--- src/fbwc_pkg.sv ---
// fbwc_pkg: shared types and constants of the flash byte-write coalescer
`timescale 1ns / 1ps

package fbwc_pkg;

   // request kinds
   localparam logic [1:0] REQ_UNLOCK = 2'd0;
   localparam logic [1:0] REQ_WRITE  = 2'd1;
   localparam logic [1:0] REQ_LOCK   = 2'd2;

   // result kinds
   localparam logic [1:0] RES_STATUS  = 2'd0;
   localparam logic [1:0] RES_ERASE   = 2'd1;
   localparam logic [1:0] RES_PROGRAM = 2'd2;

   // status codes
   localparam logic [1:0] ST_OK        = 2'd0;
   localparam logic [1:0] ST_LOCKED    = 2'd1;
   localparam logic [1:0] ST_OUTSIDE   = 2'd2;
   localparam logic [1:0] ST_PROTECTED = 2'd3;

   // register indexes
   typedef enum logic [1:0] {
      REG_FLASH_BASE    = 2'd0,
      REG_FLASH_LIMIT   = 2'd1,
      REG_PROTECT_START = 2'd2,
      REG_PROTECT_LIMIT = 2'd3
   } reg_index_type;

   localparam int unsigned CSR_ADDR_W = 4;

   localparam logic [31:0] FLASH_BASE_RST    = 32'h0800_0000;
   localparam logic [31:0] FLASH_LIMIT_RST   = 32'h0808_0000;
   localparam logic [31:0] PROTECT_START_RST = 32'h0800_C000;
   localparam logic [31:0] PROTECT_LIMIT_RST = 32'h0801_0000;

   localparam logic [63:0] SHADOW_EMPTY = 64'hFFFF_FFFF_FFFF_FFFF;

   typedef struct packed {
      logic [31:0] flash_base;
      logic [31:0] flash_limit;
      logic [31:0] protect_start;
      logic [31:0] protect_limit;
   } cfg_type;

endpackage

--- src/flash_byte_write_coalescer_unit.sv ---
// flash_byte_write_coalescer_unit: top level of the flash byte-write coalescer
`timescale 1ns / 1ps
//
// Requests (unlock, byte write, lock) arrive on the req_ channel; each one
// yields one to three transfers on the rsp_ channel: an optional sector erase,
// an optional doubleword program, and always a status transfer with rsp_last.
// Byte writes are merged into a 64-bit shadow that is programmed when a write
// moves to another doubleword, when all eight bytes are filled, or on lock.
// The four window registers sit on the csr_ port; they are to be written only
// while idle, which the block itself does not enforce. A request is held in
// an input register, decided once the result slot is free, and its results
// are loaded into the result slot. The slot hands out one result per cycle
// while rsp_ready is high, in the order erase, program, status.
// The next request is decided in the cycle its predecessor's status leaves.
// When rsp_ready is low the result slot holds, one more request waits in the
// input register and then req_ready drops.
// Reset locks the flash, closes the shadow, clears the erased-sector map and
// loads the default windows; no clearing pass is needed.

module flash_byte_write_coalescer_unit #(
   parameter int SECTOR_BYTES     = 2048,
   parameter int SECTORS_PER_BANK = 128,
   parameter int NUM_SECTORS      = 256
) (
   input  logic                            clock,
   input  logic                            reset,
   input  logic                            req_valid,
   output logic                            req_ready,
   input  logic [1:0]                      req_type,
   input  logic [31:0]                     req_byte_address,
   input  logic [7:0]                      req_write_data,
   output logic                            rsp_valid,
   input  logic                            rsp_ready,
   output logic [1:0]                      rsp_result_kind,
   output logic                            rsp_erase_bank,
   output logic [6:0]                      rsp_erase_sector,
   output logic [31:0]                     rsp_program_address,
   output logic [63:0]                     rsp_program_word,
   output logic [1:0]                      rsp_status,
   output logic                            rsp_last,
   input  logic                            csr_psel,
   input  logic                            csr_penable,
   input  logic                            csr_pwrite,
   input  logic [fbwc_pkg::CSR_ADDR_W-1:0] csr_paddr,
   input  logic [31:0]                     csr_pwdata,
   output logic [31:0]                     csr_prdata,
   output logic                            csr_pready
);

   localparam int IDX_W = $clog2(NUM_SECTORS);

   fbwc_pkg::cfg_type cfg;

   fbwc_csr u_csr (
      .clock       (clock),
      .reset       (reset),
      .csr_psel    (csr_psel),
      .csr_penable (csr_penable),
      .csr_pwrite  (csr_pwrite),
      .csr_paddr   (csr_paddr),
      .csr_pwdata  (csr_pwdata),
      .csr_prdata  (csr_prdata),
      .csr_pready  (csr_pready),
      .cfg         (cfg)
   );

   // input register
   logic        a_valid_ff, a_valid_in;
   logic [1:0]  a_type_ff;
   logic [31:0] a_addr_ff;
   logic [7:0]  a_data_ff;

   // block state
   logic                   locked_ff, locked_in;
   logic [31:0]            base_ff, base_in;
   logic [63:0]            data_ff, data_in;
   logic [7:0]             mask_ff, mask_in;
   logic [NUM_SECTORS-1:0] erased_ff, erased_in;

   // result slot
   logic        e_pend_ff, e_pend_in;
   logic        p_pend_ff, p_pend_in;
   logic        s_pend_ff, s_pend_in;
   logic        e_bank_ff;
   logic [6:0]  e_sector_ff;
   logic [31:0] p_addr_ff;
   logic [63:0] p_word_ff;
   logic [1:0]  s_status_ff;

   logic req_fire, rsp_fire, slot_free, load;

   assign rsp_valid = s_pend_ff;
   assign rsp_fire  = rsp_valid & rsp_ready;
   assign slot_free = ~s_pend_ff | (rsp_fire & ~e_pend_ff & ~p_pend_ff);
   assign load      = a_valid_ff & slot_free;
   assign req_ready = ~a_valid_ff | load;
   assign req_fire  = req_valid & req_ready;

   always_comb begin
      a_valid_in = a_valid_ff;
      if (req_fire) begin
         a_valid_in = 1'b1;
      end else if (load) begin
         a_valid_in = 1'b0;
      end
   end

   // sector of the open shadow, relative to the flash window
   logic [31:0]      sec_off, sec_glob, sec_mod, bank_q, sec_r;
   logic [IDX_W-1:0] sec_idx;

   assign sec_off  = base_ff - cfg.flash_base;
   assign sec_glob = sec_off / 32'(SECTOR_BYTES);
   assign sec_mod  = sec_glob % 32'(NUM_SECTORS);
   assign sec_idx  = sec_mod[IDX_W-1:0];
   assign bank_q   = 32'(sec_idx) / 32'(SECTORS_PER_BANK);
   assign sec_r    = 32'(sec_idx) % 32'(SECTORS_PER_BANK);

   // request decision
   logic [1:0]  status;
   logic        is_write, ok_write, shadow_open, lock_do;
   logic        flush_old, flush_full, flush_lock, flush, erase;
   logic [31:0] dw;
   logic [5:0]  bit_sh;
   logic [7:0]  start_mask, new_mask;
   logic [63:0] start_data, new_data, flush_word;

   always_comb begin
      is_write = (a_type_ff == fbwc_pkg::REQ_WRITE);
      priority if (!is_write) begin
         status = fbwc_pkg::ST_OK;
      end else if (locked_ff) begin
         status = fbwc_pkg::ST_LOCKED;
      end else if (a_addr_ff < cfg.flash_base || a_addr_ff >= cfg.flash_limit) begin
         status = fbwc_pkg::ST_OUTSIDE;
      end else if (a_addr_ff >= cfg.protect_start && a_addr_ff < cfg.protect_limit) begin
         status = fbwc_pkg::ST_PROTECTED;
      end else begin
         status = fbwc_pkg::ST_OK;
      end

      ok_write    = is_write & (status == fbwc_pkg::ST_OK);
      shadow_open = |mask_ff;
      dw          = {a_addr_ff[31:3], 3'b000};
      bit_sh      = {a_addr_ff[2:0], 3'b000};

      flush_old  = ok_write & shadow_open & (dw != base_ff);
      start_mask = flush_old ? 8'h00 : mask_ff;
      start_data = flush_old ? fbwc_pkg::SHADOW_EMPTY : data_ff;
      new_mask   = start_mask | (8'h01 << a_addr_ff[2:0]);
      new_data   = (start_data & ~(64'hFF << bit_sh)) | (64'(a_data_ff) << bit_sh);
      flush_full = ok_write & ~flush_old & (new_mask == 8'hFF);

      lock_do    = (a_type_ff == fbwc_pkg::REQ_LOCK) & ~locked_ff;
      flush_lock = lock_do & shadow_open;
      flush      = flush_old | flush_full | flush_lock;
      erase      = flush & ~erased_ff[sec_idx];
      flush_word = flush_full ? new_data : data_ff;
   end

   // next state
   always_comb begin
      locked_in = locked_ff;
      base_in   = base_ff;
      data_in   = data_ff;
      mask_in   = mask_ff;
      erased_in = erased_ff;
      if (load) begin
         if (a_type_ff == fbwc_pkg::REQ_UNLOCK) begin
            locked_in = 1'b0;
            erased_in = '0;
         end
         if (lock_do) begin
            locked_in = 1'b1;
         end
         if (erase) begin
            erased_in[sec_idx] = 1'b1;
         end
         if (flush_full || flush_lock) begin
            base_in = 32'd0;
            data_in = fbwc_pkg::SHADOW_EMPTY;
            mask_in = 8'h00;
         end else if (ok_write) begin
            base_in = dw;
            data_in = new_data;
            mask_in = new_mask;
         end
      end
   end

   // result slot flags
   always_comb begin
      e_pend_in = e_pend_ff;
      p_pend_in = p_pend_ff;
      s_pend_in = s_pend_ff;
      if (rsp_fire) begin
         priority if (e_pend_ff) begin
            e_pend_in = 1'b0;
         end else if (p_pend_ff) begin
            p_pend_in = 1'b0;
         end else begin
            s_pend_in = 1'b0;
         end
      end
      if (load) begin
         e_pend_in = erase;
         p_pend_in = flush;
         s_pend_in = 1'b1;
      end
   end

   always_ff @(posedge clock) begin
      if (reset) begin
         a_valid_ff <= 1'b0;
         locked_ff  <= 1'b1;
         base_ff    <= 32'd0;
         data_ff    <= fbwc_pkg::SHADOW_EMPTY;
         mask_ff    <= 8'h00;
         erased_ff  <= '0;
         e_pend_ff  <= 1'b0;
         p_pend_ff  <= 1'b0;
         s_pend_ff  <= 1'b0;
      end else begin
         a_valid_ff <= a_valid_in;
         locked_ff  <= locked_in;
         base_ff    <= base_in;
         data_ff    <= data_in;
         mask_ff    <= mask_in;
         erased_ff  <= erased_in;
         e_pend_ff  <= e_pend_in;
         p_pend_ff  <= p_pend_in;
         s_pend_ff  <= s_pend_in;
      end
   end

   always_ff @(posedge clock) begin
      if (req_fire) begin
         a_type_ff <= req_type;
         a_addr_ff <= req_byte_address;
         a_data_ff <= req_write_data;
      end
      if (load) begin
         e_bank_ff   <= bank_q[0];
         e_sector_ff <= sec_r[6:0];
         p_addr_ff   <= base_ff;
         p_word_ff   <= flush_word;
         s_status_ff <= status;
      end
   end

   // the slot hands out erase, then program, then status
   always_comb begin
      rsp_result_kind     = fbwc_pkg::RES_STATUS;
      rsp_erase_bank      = 1'b0;
      rsp_erase_sector    = 7'd0;
      rsp_program_address = 32'd0;
      rsp_program_word    = 64'd0;
      rsp_status          = fbwc_pkg::ST_OK;
      rsp_last            = 1'b0;
      priority if (e_pend_ff) begin
         rsp_result_kind  = fbwc_pkg::RES_ERASE;
         rsp_erase_bank   = e_bank_ff;
         rsp_erase_sector = e_sector_ff;
      end else if (p_pend_ff) begin
         rsp_result_kind     = fbwc_pkg::RES_PROGRAM;
         rsp_program_address = p_addr_ff;
         rsp_program_word    = p_word_ff;
      end else begin
         rsp_status = s_status_ff;
         rsp_last   = 1'b1;
      end
   end

`ifndef NO_ASSERTIONS
   // only the status transfer closes a request
   assert property (@(posedge clock) disable iff (reset)
      rsp_valid |-> (rsp_last == (rsp_result_kind == fbwc_pkg::RES_STATUS)))
      else $error("last flag does not match status result");

   // an erase is always followed by its program
   assert property (@(posedge clock) disable iff (reset)
      (rsp_fire && rsp_result_kind == fbwc_pkg::RES_ERASE)
      |=> (rsp_valid && rsp_result_kind == fbwc_pkg::RES_PROGRAM))
      else $error("erase not followed by program");

   // an open shadow only exists while unlocked
   assert property (@(posedge clock) disable iff (reset)
      (mask_ff != 8'h00) |-> !locked_ff)
      else $error("shadow open while locked");

   // a closed shadow reads as erased flash
   assert property (@(posedge clock) disable iff (reset)
      (mask_ff == 8'h00) |-> (data_ff == fbwc_pkg::SHADOW_EMPTY && base_ff == 32'd0))
      else $error("closed shadow not empty");

   // a pending erase or program always has its status behind it
   assert property (@(posedge clock) disable iff (reset)
      (e_pend_ff || p_pend_ff) |-> s_pend_ff)
      else $error("command pending without status");
`endif

endmodule

--- src/fbwc_csr.sv ---
// fbwc_csr: apb-style configuration registers of the coalescer
`timescale 1ns / 1ps

module fbwc_csr (
   input  logic                                clock,
   input  logic                                reset,
   input  logic                                csr_psel,
   input  logic                                csr_penable,
   input  logic                                csr_pwrite,
   input  logic [fbwc_pkg::CSR_ADDR_W-1:0]     csr_paddr,
   input  logic [31:0]                         csr_pwdata,
   output logic [31:0]                         csr_prdata,
   output logic                                csr_pready,
   output fbwc_pkg::cfg_type                   cfg
);

   fbwc_pkg::cfg_type       cfg_ff;
   fbwc_pkg::cfg_type       cfg_in;
   fbwc_pkg::reg_index_type reg_idx;
   logic                    wr_en;

   assign csr_pready = 1'b1;
   assign reg_idx    = fbwc_pkg::reg_index_type'(csr_paddr[3:2]);
   assign wr_en      = csr_psel & csr_penable & csr_pwrite;

   always_comb begin
      cfg_in = cfg_ff;
      if (wr_en) begin
         unique case (reg_idx)
            fbwc_pkg::REG_FLASH_BASE:    cfg_in.flash_base    = csr_pwdata;
            fbwc_pkg::REG_FLASH_LIMIT:   cfg_in.flash_limit   = csr_pwdata;
            fbwc_pkg::REG_PROTECT_START: cfg_in.protect_start = csr_pwdata;
            fbwc_pkg::REG_PROTECT_LIMIT: cfg_in.protect_limit = csr_pwdata;
            default:                     cfg_in = cfg_ff;
         endcase
      end
   end

   always_comb begin
      unique case (reg_idx)
         fbwc_pkg::REG_FLASH_BASE:    csr_prdata = cfg_ff.flash_base;
         fbwc_pkg::REG_FLASH_LIMIT:   csr_prdata = cfg_ff.flash_limit;
         fbwc_pkg::REG_PROTECT_START: csr_prdata = cfg_ff.protect_start;
         fbwc_pkg::REG_PROTECT_LIMIT: csr_prdata = cfg_ff.protect_limit;
         default:                     csr_prdata = 32'd0;
      endcase
   end

   always_ff @(posedge clock) begin
      if (reset) begin
         cfg_ff.flash_base    <= fbwc_pkg::FLASH_BASE_RST;
         cfg_ff.flash_limit   <= fbwc_pkg::FLASH_LIMIT_RST;
         cfg_ff.protect_start <= fbwc_pkg::PROTECT_START_RST;
         cfg_ff.protect_limit <= fbwc_pkg::PROTECT_LIMIT_RST;
      end else begin
         cfg_ff <= cfg_in;
      end
   end

   assign cfg = cfg_ff;

endmodule
--- config.mk ---
export PLATFORM = sky130hd
export DESIGN_NAME = flash_byte_write_coalescer_unit
export DESIGN_NICKNAME = d
export VERILOG_FILES = /design/src/fbwc_pkg.sv /design/src/flash_byte_write_coalescer_unit.sv /design/src/fbwc_csr.sv
export SDC_FILE = /design/constraint.sdc
export NUM_CORES = 2
export LEC_CHECK = 0
export CAP_MARGIN = 20
export CORE_MARGIN = 5
export CORE_UTILIZATION = 50
export CTS_CLUSTER_SIZE = 12
export DETAILED_ROUTE_END_ITERATION = 7
export DONT_BUFFER_PORTS = 1
export PLACE_DENSITY = 0.71
export SLEW_MARGIN = 30
export SYNTH_ARGS = -nofsm -noshare
export SYNTH_HDL_FRONTEND = slang
export SYNTH_SLANG_ARGS = --single-unit
--- constraint.sdc ---
create_clock -name clock -period 5.65 [get_ports clock]
set_input_delay 1.13 -clock clock [delete_from_list [all_inputs] [get_ports clock]]
set_output_delay 1.13 -clock clock [all_outputs]
set_load 0.01 [all_outputs]
==> results_dict.tcl <==
set metrics [dict create \
    grt_max_degree 154 \
    hp-class "reg -> reg" \
    finalSetupTns_ns 0 \
    met2_usage 0.451 \
    p_leak_nw 11.7 \
    antenna_found_initial 4 \
    dp_hpwl_um 64900 \
    synthArstFlopShare 0 \
    synth_area_sq_um 30500 \
    area_delta_synth_final_pct 10.1 \
    synth_edf_count 145 \
    coreArea_sq_um 60500 \
    synth.distinct_cells 81 \
    wl_per_cell_um 23.6 \
    post_cts_resize_count 0 \
    grt_pass1_wl_um 146000 \
    end_kind "register" \
    htree_levels 3 \
    clk_pin_slew_ns 0.06 \
    grt_use_total 0.277 \
    fmax_mhz 195 \
    finClkSkew_ns 0.0327 \
    grt_pass1_vias 25000 \
    ys.flop_type "dfxtp_1" \
    drive_gt1_frac 0.0943 \
    num_vias 25500 \
    crit_fanout 70 \
    ant_nets 0 \
    worst_pin_slew_ns 1.14 \
    critPathArrivalTime_ns 5.63 \
    rsz0062_at_grt "no" \
    dr.pass1.iters 7 \
    synthCells 3323 \
    ys_warn_count 0 \
    place_inst 3945 \
    cap_violations 0 \
    synth.area.top_cells "dfxtp_1 (32%), edfxtp_1 (14%), nand2_1 (8.9%), ha_1 (5.8%), a22o_1 (4.8%)" \
    portBuffers 0 \
    ys_seq_area_frac 0.464 \
    fin_crit_ns 5.13 \
    clock-sinks 635 \
    worstPathCellList "inv_1 > ha_1 > or4b_4 > a211oi_4 > a211oi_4 > buf_4 > a32o_1 > a221oi_1 > a21oi_1 > nor4_1 > o221ai_1 > or4b_4 > buf_12 > o41ai_1" \
    status "finished, final reports clean" \
    drtIter0Drc 2793 \
    critPathMaxStageDelay_ns 0.75 \
    worstPathRequired_ns 6.16 \
    powerDensity_nw_per_um2 300 \
    busiest_layer "met2" \
    cts_buffers 70 \
    chipHeight_um 257 \
    ctsHoldBuffers 0 \
    worstSetupPathType "reg -> reg" \
    synth-seq-cells 635 \
    whs_ns 0.453 \
    crit_path_top_delay_cell "or4b_4" \
    n_antenna_cell 0 \
    fin_nets 3461 \
    post-cts-setup-buffers 0 \
    floorplan.initialDensity 0.505 \
    wl_um 96100 \
    core.rowCount 90 \
    drv_slew 0 \
    syn_area_per_cell_sq_um 9.19 \
    clk_latency_ns 0.63 \
    finalSetupViolCount 0 \
    timing.final.crit_share 0.907 \
    grt_overflow_total 0 \
    drc 0 \
    gp_congestion 0.927 \
    hold_viol 0 \
    use_met1 0.348 \
    use_met3 0.0655 \
    max_slew_margin 0.230 \
    clk_path_buf_depth 3 \
    ios 229 \
    yosysMostFrequentCell "nand2_1" \
    fp.dieW_um 257 \
    start_kind "register" \
    ir_worst_vdd_v 0.000248 \
    routed_via_density 6.26 \
    cts_tree "yes" \
    final_cells 4070 \
    synth.top_cell.area_share 0.321 \
    die_area_sq_um 66100 \
    synth_top_area_cell "dfxtp_1" \
    ys_top_cells_by_count "nand2_1 (721), dfxtp_1 (490), a21oi_1 (212)" \
    cts-root-buf "clkbuf_16" \
]
-- critical path, delay by kind of cell (launching register included) --
| kind | cells | cell delay (ns) |
|---|---|---|
| AOI/OAI and AO/OA | 7 | 2.02 |
| adders and majority gates | 1 | 0.27 |
| and+or+nand+nor | 3 | 1.67 |
| buffers and inverters | 3 | 0.67 |
| DFF | 1 | 0.35 |
-- flip-flops by register name, summed over array words and instances (netlist names) --
register	count
base_ff	29
data_ff	64
p_pend_ff	1
a_valid_ff	1
e_sector_ff	7
rsp_valid	1
a_data_ff	8
locked_ff	1
u_csr.cfg	128
erased_ff	256
a_type_ff	2
p_addr_ff	29
a_addr_ff	32
e_bank_ff	1
mask_ff	8
s_status_ff	2
p_word_ff	64
e_pend_ff	1
-- cells in the final DEF (no fill, tap or decap), drive strengths merged, types with 18 or more instances in the layout --
master	count
a31oi	34
buf	74
nor2b	19
o21ai	164
nand2	722
and3	34
a21o	29
nor3	33
mux2	50
a22o	168
dfxtp	490
and2	110
a2bb2oi	64
a21oi	214
inv	151
clkbuf	102
nand4	26
nand3	25
mux4	32
a221oi	31
mux2i	27
o22a	18
xnor2	26
nor2	119
edfxtp	145
ha	141
o41ai	18
o211ai	26
-- cells by family (layout without fill, tap and decap cells) --
family                     count (synthesis)  in the layout  synth area share
buffers and inverters                    383            346            0.0503
adders and majority gates                141            141            0.0578
DFF                                      635            635             0.464
AOI/OAI and AO/OA                        866            866             0.199
xor gates and xnor gates                  40             40            0.0115
muxes                                    109            109            0.0509
and+or+nand+nor                         1147           1147             0.167
other                                      2              4          0.000246
-- power by group --
group,total (mW),leakage [nW],internal [mW],switching [mW]
sequential,4.76,5.13,4.69,0.0664
combinational,0.695,5.47,0.206,0.489
clock,4.63,1.14,2.71,1.92
-- through the flow --
| stage | instance area, sq um | power [mW] | utilization | setup slack [ns] |
|---|---|---|---|---|
| floorplan | 30500 | 5.31 | - | 1.02 |
| global placement | 31300 | 5.51 | 0.517 | 0.633 |
| detailed placement | 31300 | 5.53 | 0.517 | 0.593 |
| CTS | 33600 | 10.1 | 0.556 | 0.587 |
| global route | 33600 | 10.4 | 0.556 | 0.327 |
| finish | 33600 | 10.1 | 0.556 | 0.524 |
-- area by class of cell --
class	instances	area, sq um
Clock buffer	102	2040
Clock inverter	23	277
Fill cell	5160	26900
Inverter	147	554
Multi-Input combinational cell	2307	15000
Sequential cell	635	14200
Tap cell	782	978
Timing Repair Buffer	74	609
-- path summary, 6_finish.rpt --
| check | slack, ns | from | depth (start not counted) | to |
|---|---|---|---|---|
| setup / recovery | 0.52 | u_csr.cfg[99] | 14 | erased_ff[7] |
| hold / removal | 0.45 | erased_ff[13] | 2 | erased_ff[13] |
| setup reg to reg | 0.52 | u_csr.cfg[99] | 14 | erased_ff[7] |
| hold reg to reg | 0.45 | erased_ff[13] | 2 | erased_ff[13] |
-- layer usage --
layer / vias up / part of all wire
met2: 1355 / 0.47
met5: - / 0.00025
met1: 12200 / 0.38
met4: 4 / 0.050
met3: 289 / 0.10
li1: 11600 / -
Note: power is estimated with default switching activity, not from simulation.
